[src/rtl/euler_xyz_to_rotation_matrix_assert.svh]
// Assertion macros shared by the rotation matrix block.
`ifndef EULER_XYZ_TO_ROTATION_MATRIX_ASSERT_SVH
`define EULER_XYZ_TO_ROTATION_MATRIX_ASSERT_SVH

// Property holds at every clock edge outside reset.
`define EXR_ASSERT(label, prop, msg) \
    label: assert property (@(posedge clk) disable iff (!rst_n) (prop)) \
        else $error(msg);

// Antecedent implies consequent in the following cycle.
`define EXR_ASSERT_NEXT(label, ante, cons, msg) \
    label: assert property (@(posedge clk) disable iff (!rst_n) (ante) |=> (cons)) \
        else $error(msg);

`endif

[src/rtl/exr_pkg.sv]
package exr_pkg;

    localparam int OutFracBits    = 14;
    localparam int CordicSteps    = 18;
    localparam int CordicGroups   = 6;
    localparam int CordicPerStage = CordicSteps / CordicGroups;
    // Reduction stage, CORDIC stages, two product stages, rounding stage.
    localparam int PipeDepth      = CordicGroups + 4;
    localparam int FullTurn       = 46080;
    localparam int QuarterTurn    = 11520;
    localparam int CordicGain     = 652032874;

    // Q2.30 working values; products of two are taken at 66 bits.
    typedef logic signed [32:0] q30_t;
    typedef logic signed [23:0] ang_t;

    typedef struct packed {
        q30_t s;
        q30_t c;
    } sc_t;

    function automatic ang_t atan_deg(input int i);
        ang_t t;
        unique case (i)
            0:       t = 24'sd2949120;
            1:       t = 24'sd1740967;
            2:       t = 24'sd919879;
            3:       t = 24'sd466945;
            4:       t = 24'sd234379;
            5:       t = 24'sd117304;
            6:       t = 24'sd58666;
            7:       t = 24'sd29335;
            8:       t = 24'sd14668;
            9:       t = 24'sd7334;
            10:      t = 24'sd3667;
            11:      t = 24'sd1833;
            12:      t = 24'sd917;
            13:      t = 24'sd458;
            14:      t = 24'sd229;
            15:      t = 24'sd115;
            16:      t = 24'sd57;
            17:      t = 24'sd29;
            default: t = '0;
        endcase
        return t;
    endfunction

    // Q30 product taken back to Q30, floor.
    function automatic q30_t mul_q30(input q30_t a, input q30_t b);
        logic signed [65:0] p;
        p = 66'(a) * 66'(b);
        return q30_t'(p >>> 30);
    endfunction

endpackage

[src/rtl/exr_sincos.sv]
module exr_sincos
    import exr_pkg::*;
(
    input  logic               clk,
    input  logic               en,
    input  logic signed [15:0] angle,
    output sc_t                sc
);

    // Stage 0: reduce modulo a full turn, split off quadrant.
    logic signed [16:0] red;
    logic [15:0]        a_mod;
    logic [1:0]         quad_next;
    logic [13:0]        rest_next;

    always_comb
    begin
        red = 17'(angle);
        if (red < 0)
            red = red + 17'(FullTurn);
        if (red < 0)
            red = red + 17'(FullTurn);
        if (red >= 17'(FullTurn))
            red = red - 17'(FullTurn);
        a_mod = red[15:0];
        if (a_mod >= 16'(3 * QuarterTurn))
        begin
            quad_next = 2'd3;
            rest_next = 14'(a_mod - 16'(3 * QuarterTurn));
        end
        else if (a_mod >= 16'(2 * QuarterTurn))
        begin
            quad_next = 2'd2;
            rest_next = 14'(a_mod - 16'(2 * QuarterTurn));
        end
        else if (a_mod >= 16'(QuarterTurn))
        begin
            quad_next = 2'd1;
            rest_next = 14'(a_mod - 16'(QuarterTurn));
        end
        else
        begin
            quad_next = 2'd0;
            rest_next = 14'(a_mod);
        end
    end

    q30_t       x_reg [CordicGroups+1];
    q30_t       y_reg [CordicGroups+1];
    ang_t       z_reg [CordicGroups+1];
    logic [1:0] q_reg [CordicGroups+1];
    q30_t       x_next [CordicGroups];
    q30_t       y_next [CordicGroups];
    ang_t       z_next [CordicGroups];

    // Three CORDIC iterations per stage.
    always_comb
    begin
        q30_t xt, yt, xn, yn;
        ang_t zt;
        int   sh;
        for (int g = 0; g < CordicGroups; g++)
        begin
            xt = x_reg[g];
            yt = y_reg[g];
            zt = z_reg[g];
            for (int k = 0; k < CordicPerStage; k++)
            begin
                sh = g * CordicPerStage + k;
                if (zt >= 0)
                begin
                    xn = xt - (yt >>> sh);
                    yn = yt + (xt >>> sh);
                    zt = zt - atan_deg(sh);
                end
                else
                begin
                    xn = xt + (yt >>> sh);
                    yn = yt - (xt >>> sh);
                    zt = zt + atan_deg(sh);
                end
                xt = xn;
                yt = yn;
            end
            x_next[g] = xt;
            y_next[g] = yt;
            z_next[g] = zt;
        end
    end

    always_ff @(posedge clk)
    begin
        if (en)
        begin
            x_reg[0] <= q30_t'(CordicGain);
            y_reg[0] <= '0;
            z_reg[0] <= ang_t'({rest_next, 9'd0});
            q_reg[0] <= quad_next;
            for (int g = 0; g < CordicGroups; g++)
            begin
                x_reg[g+1] <= x_next[g];
                y_reg[g+1] <= y_next[g];
                z_reg[g+1] <= z_next[g];
                q_reg[g+1] <= q_reg[g];
            end
        end
    end

    always_comb
    begin
        unique case (q_reg[CordicGroups])
            2'd1:    sc = '{s: x_reg[CordicGroups],  c: -y_reg[CordicGroups]};
            2'd2:    sc = '{s: -y_reg[CordicGroups], c: -x_reg[CordicGroups]};
            2'd3:    sc = '{s: -x_reg[CordicGroups], c: y_reg[CordicGroups]};
            default: sc = '{s: y_reg[CordicGroups],  c: x_reg[CordicGroups]};
        endcase
    end

endmodule

[config.mk]
export PLATFORM = sky130hd
export DESIGN_NAME = exr_sincos
export DESIGN_NICKNAME = d
export VERILOG_FILES = /design/src/rtl/euler_xyz_to_rotation_matrix_assert.svh /design/src/rtl/exr_pkg.sv /design/src/rtl/exr_sincos.sv
export SDC_FILE = /design/constraint.sdc
export NUM_CORES = 2
export LEC_CHECK = 0
export BUFFER_PORTS_ARGS = -buffer_cell sky130_fd_sc_hd__buf_4
export CAP_MARGIN = 10
export CORE_MARGIN = 2
export CORE_UTILIZATION = 30
export CTS_BUF_LIST = sky130_fd_sc_hd__clkbuf_2 sky130_fd_sc_hd__clkbuf_4 sky130_fd_sc_hd__clkbuf_8
export CTS_CLUSTER_DIAMETER = 80
export DETAILED_ROUTE_END_ITERATION = 7
export PLACE_DENSITY_LB_ADDON = 0.2
export REMOVE_ABC_BUFFERS = 1
export SKIP_LAST_GASP = 1
export SYNTH_ARGS = -nofsm -noshare
export SYNTH_HDL_FRONTEND = slang
export SYNTH_SLANG_ARGS = --single-unit
[constraint.sdc]
create_clock -name clk -period 11.6 [get_ports clk]
set_input_delay 0 -clock clk [delete_from_list [all_inputs] [get_ports clk]]
set_output_delay 0 -clock clk [all_outputs]
set_load 0.01 [all_outputs]
### Word level (Yosys, flattened, before mapping)

Memory sizes are Yosys's and may differ from the RTL's.
Cells that the tools add are included.

* bitwise operators: 0
* equality and inequality tests: 3
* add/sub/neg operators: 115
* muxes and demuxes: 102
* div/mod/pow operators: 0
* magnitude comparators: 24
* reductions and logical operators: 0
* shift-type cells: 0
* multipliers: 0

Operator list (number)
* 24-bit 2-to-1 mux: 54
* 33-bit 2-to-1 mux: 36
* 24-bit adder: 18
* 24-bit by 1-bit greater-or-equal comparator with 1-bit output, second input constant: 18
* 24-bit subtractor: 18
* 66-bit case mux with 3 select lines: 1
* 33-bit by 16-bit adder with 33-bit output: 2
* 33-bit by 17-bit adder with 33-bit output: 2
* 33-bit by 18-bit adder with 33-bit output: 2
* 33-bit by 19-bit adder with 33-bit output: 2
* 33-bit by 20-bit adder with 33-bit output: 2
* 33-bit by 21-bit adder with 33-bit output: 2
* 33-bit by 22-bit adder with 33-bit output: 2
* 33-bit by 23-bit adder with 33-bit output: 2
* 33-bit by 24-bit adder with 33-bit output: 2
* 33-bit by 25-bit adder with 33-bit output: 2
* 33-bit by 26-bit adder with 33-bit output: 2
* 33-bit by 27-bit adder with 33-bit output: 2
* 33-bit by 28-bit adder with 33-bit output: 2
* 33-bit by 29-bit adder with 33-bit output: 2
* 33-bit by 30-bit adder with 33-bit output: 2
* 33-bit by 31-bit adder with 33-bit output: 2
* 33-bit by 32-bit adder with 33-bit output: 2
* 33-bit negator: 2
* other kinds (38): 63

* register bits: 0
* bits in latches: 0
* input bits: 18
* memory bits (writable): 644
* word-level logic and storage cells: 248
* output and inout bits: 66
* bits in read-only memories: 0
* memories: 4

Memory list
* x_reg: depth 7, width 33, read ports 7, clocked after memory_dff 0, wr ports 7, RTL line exr_sincos.sv:48 `q30_t x_reg [CordicGroups+1];`
* y_reg: depth 7, width 33, read ports 7, clocked after memory_dff 0, wr ports 7, RTL line exr_sincos.sv:49 `q30_t y_reg [CordicGroups+1];`
* z_reg: depth 7, width 24, read ports 6, clocked after memory_dff 0, wr ports 7, RTL line exr_sincos.sv:50 `ang_t z_reg [CordicGroups+1];`
* q_reg: depth 7, width 2, read ports 7, clocked after memory_dff 0, wr ports 7, RTL line exr_sincos.sv:51 `logic [1:0] q_reg [CordicGroups+1];`

### Depth between registers and ports, before layout

An unclocked memory read counts as a cell.

* depth in word-level cells: 13
* depth in mapped cells: 54
* depth with buffers taken out: 52

### Worst setup path after synthesis

Ideal clock, no wire load.

* path type: register to register
* from: memory y_reg[1][22] (netlist bit)
* to: memory x_reg[2][32] (netlist bit) (data pin)
* data required time: 11.342 ns
* setup time: 0.258 ns
* slack: -0.338 ns
* period minus slack after synthesis: 11.938 ns
* stages on the path, launching flop included: 47
* arrival: 11.680 ns
* path buffers: 3
* path through: edfxtp_1 > or4_1 > nor3_1 > nor2_1 > inv_2 > clkbuf_1 > buf_1 > ha_1 > a21oi_1 > o211ai_1 > or4_1 > a31oi_1 > o21ai_0 > o41ai_1 > o2111ai_1 > a21oi_1 > xnor2_1 > clkbuf_1 > [11 not listed] > nor3_1 > nor2_1 > xnor2_1 > ha_1 > a21o_1 > a21o_1 > a21o_1 > a21o_1 > a21oi_1 > inv_1 > a21oi_1 > o31ai_1 > a21oi_1 > o2111ai_1 > a31oi_1 > a21oi_1 > xor2_1 > xnor2_1

RTL lines (RTL line)
* from (decl): exr_sincos.sv:49
* to (decl): exr_sincos.sv:48

==> impl_metrics.ini <==
[run_status]
status = finished clean

[synth]
ys_seq_elements = 493
synth_top_area_share_pct = 17.9
ys_top_cells_by_count = ha_1 (1357), a21oi_1 (1165), xnor2_1 (1147)
yosysMostFrequentCell = ha_1
ys_seq_area_share_pct = 15.6
ys.flop_type = edfxtp_1
yosys_warnings = 0
syn-cell-area_sq_um = 94800
synthArstFlopShare_pct = 0
synth_area_leader_cell = ha_1
synth_edf_count = 493
synth.distinct_cells = 114
synth_cells = 12100
synth_area_leaders = ha_1 (18%), edfxtp_1 (16%), xnor2_1 (11%), a21oi_1 (6.1%), xor2_1 (5.3%)
avgSynthCellArea_sq_um = 7.85

[clocking]
clk_latency_ns = 0.92
clockBufferDepth = 4
numCtsBuffers = 99
path_clk_slew_ns = 0.06
cts_htree_levels = 3
cts_tree = built
clock-sinks = 493
cts_root_buf = clkbuf_8

[grt]
grt_pass1_vias = 83500
grt_max_degree = 82
met3_usage_pct = 1.47
overflow = 0
grtUsageTotal_pct = 18.7
met1_usage_pct = 27.2
antenna_found_initial = 10
met2_usage_pct = 30.4
grt_pass1_wl_microns = 484000
busiest_layer = met2

[finish]
drive_above_1_share_pct = 10.5
utilization_pct = 34.4
largest_register_ffs = 182
area_growth_pct = 14.3
fin_nets = 14100
final_area_sq_um = 108000
fillers = 33400

[die]
die_w_microns = 566
rows = 206
initial_core_util_pct = 30.1
design.die.area_sq_um = 321000
core_sq_um = 315000
die-height_microns = 566
io_pins = 84

[route]
vias = 89100
drt-pass1-iter-count = 7
drc = 0
ant_nets = 0
vias_per_cell = 5.25
wl_per_cell_microns = 18.4
wl_microns = 312000
initialDrtViolationCount = 5625

[timing]
fin_crit_sh_pct = 95.1
grt_setup_unrepaired = true
finalHoldViolCount = 0
setup_viol = 0
skew_ns = 0.0837
worstMarginPinSlew_ns = 1.07
min_period_ns = 11.04
finalSetupTns_ns = 0
max-slew-margin-rel_pct = 28.2
slew_violations = 0
fmax_ghz = 0.0906

[run]
cap_violations = 0

[setup_path]
critPathKind = flop to flop
end_kind = flop
path_max_fanout = 4
start_kind = flop
cp_common_cell = a21o_1
required_ns = 12.23
worstPathArrival_ns = 11.66
slowest_stage = or4_4
cpPeakStageDelay_ns = 0.55

[placement]
portBuffers = 83
dp_hpwl_microns = 265000
place.gp.congestion = 0.924
postPlaceCellArea_sq_um = 105000

[min_path]
hold_class = input port to flop
[area by class of cell]
cell class | count | area [sq um] | area share, %
Antenna cell | 3 | 7.51 | 0.00693
Sequential cell | 493 | 14800 | 13.7
Timing Repair Buffer | 780 | 6040 | 5.58
Clock inverter | 47 | 323 | 0.298
Tap cell | 4160 | 5200 | 4.80
Inverter | 645 | 2430 | 2.24
Clock buffer | 122 | 1540 | 1.42
Multi-Input combinational cell | 10700 | 78000 | 72.0
[through the flow]
stage / std cells / worst slack [ns] / hold slack, ns
final: 17000 / 0.565 / 0.132
after global routing: 17000 / -0.0481 / 0.116
after CTS: 16900 / -0.0199 / 0.0467
after detailed placement: 16700 / -0.0721 / 0.189
after floorplan: 11900 / -6.32 / 0.0989
after global placement: 16700 / -0.146 / 0.188
[worst max-delay path: cells and delay by family (launching register included)]
| kind | cells | cell delay (ns) |
|---|---|---|
| buffers and inverters | 2 | 0.25 |
| AOI/OAI and AO/OA | 23 | 4.51 |
| xor gates and xnor gates | 4 | 0.47 |
| adders and majority gates | 4 | 1.05 |
| and+or+nand+nor | 15 | 4.12 |
| DFF | 1 | 0.38 |
[path summary, 6_finish.rpt]
kind | cells after the start | from | endpoint | slack [ns]
setup / recovery | 48 | x_reg[5][23] | y_reg[6][29] | 0.56
setup reg to reg | 48 | x_reg[5][23] | y_reg[6][29] | 0.56
hold reg to reg | 0 | q_reg[0][1] | q_reg[1][1] | 0.37
hold / removal | 6 | angle[15] | z_reg[0][20] | 0.13
[cell usage in the layout, fill, tap and decap left out, types with 79 or more instances in the layout]
| master | count |
|---|---|
| ha_1 | 1353 |
| a21oi_1 | 1144 |
| xnor2_1 | 1132 |
| nor2_1 | 1098 |
| nand2_1 | 777 |
| o21ai_0 | 774 |
| buf_4 | 741 |
| inv_1 | 632 |
| xor2_1 | 568 |
| edfxtp_1 | 493 |
| a21o_1 | 455 |
| nor3_1 | 273 |
| nand3_1 | 258 |
| o21a_1 | 237 |
| nand2b_1 | 183 |
| nor2b_1 | 172 |
| o21bai_1 | 154 |
| a211oi_1 | 132 |
| o31ai_1 | 132 |
| or3_1 | 130 |
| and3_1 | 105 |
| clkbuf_8 | 99 |
| a21boi_0 | 98 |
| a31oi_1 | 92 |
| or2_2 | 86 |
| o211ai_1 | 83 |
| and2_1 | 79 |
[metal layers]
metal	vias to the layer above	share of wire (%)	routed length, microns
met5	-	0	0
met4	0	1.3	3970
met3	204	3.5	11000
met2	1468	44	139000
met1	41600	51	159000
li1	45800	-	-
[cell families after synthesis]
kind of cell	synth area share, %
AOI/OAI and AO/OA	26.8
xor gates and xnor gates	16.0
adders and majority gates	18.7
buffers and inverters	3.47
DFF	15.6
muxes	1.35
and+or+nand+nor	18.0
[timing repair]
action                                  CTS  global route
endpoints found under the setup margin    7            92
hold buffers                             26             0
hold endpoints to repair                 78             0
gates resized for setup                   4           263
pin swaps                                 0            37
setup buffers                             0            38
Power is not shown: default switching activity piles up to over one toggle a cycle in this logic, so the estimate is an artifact.
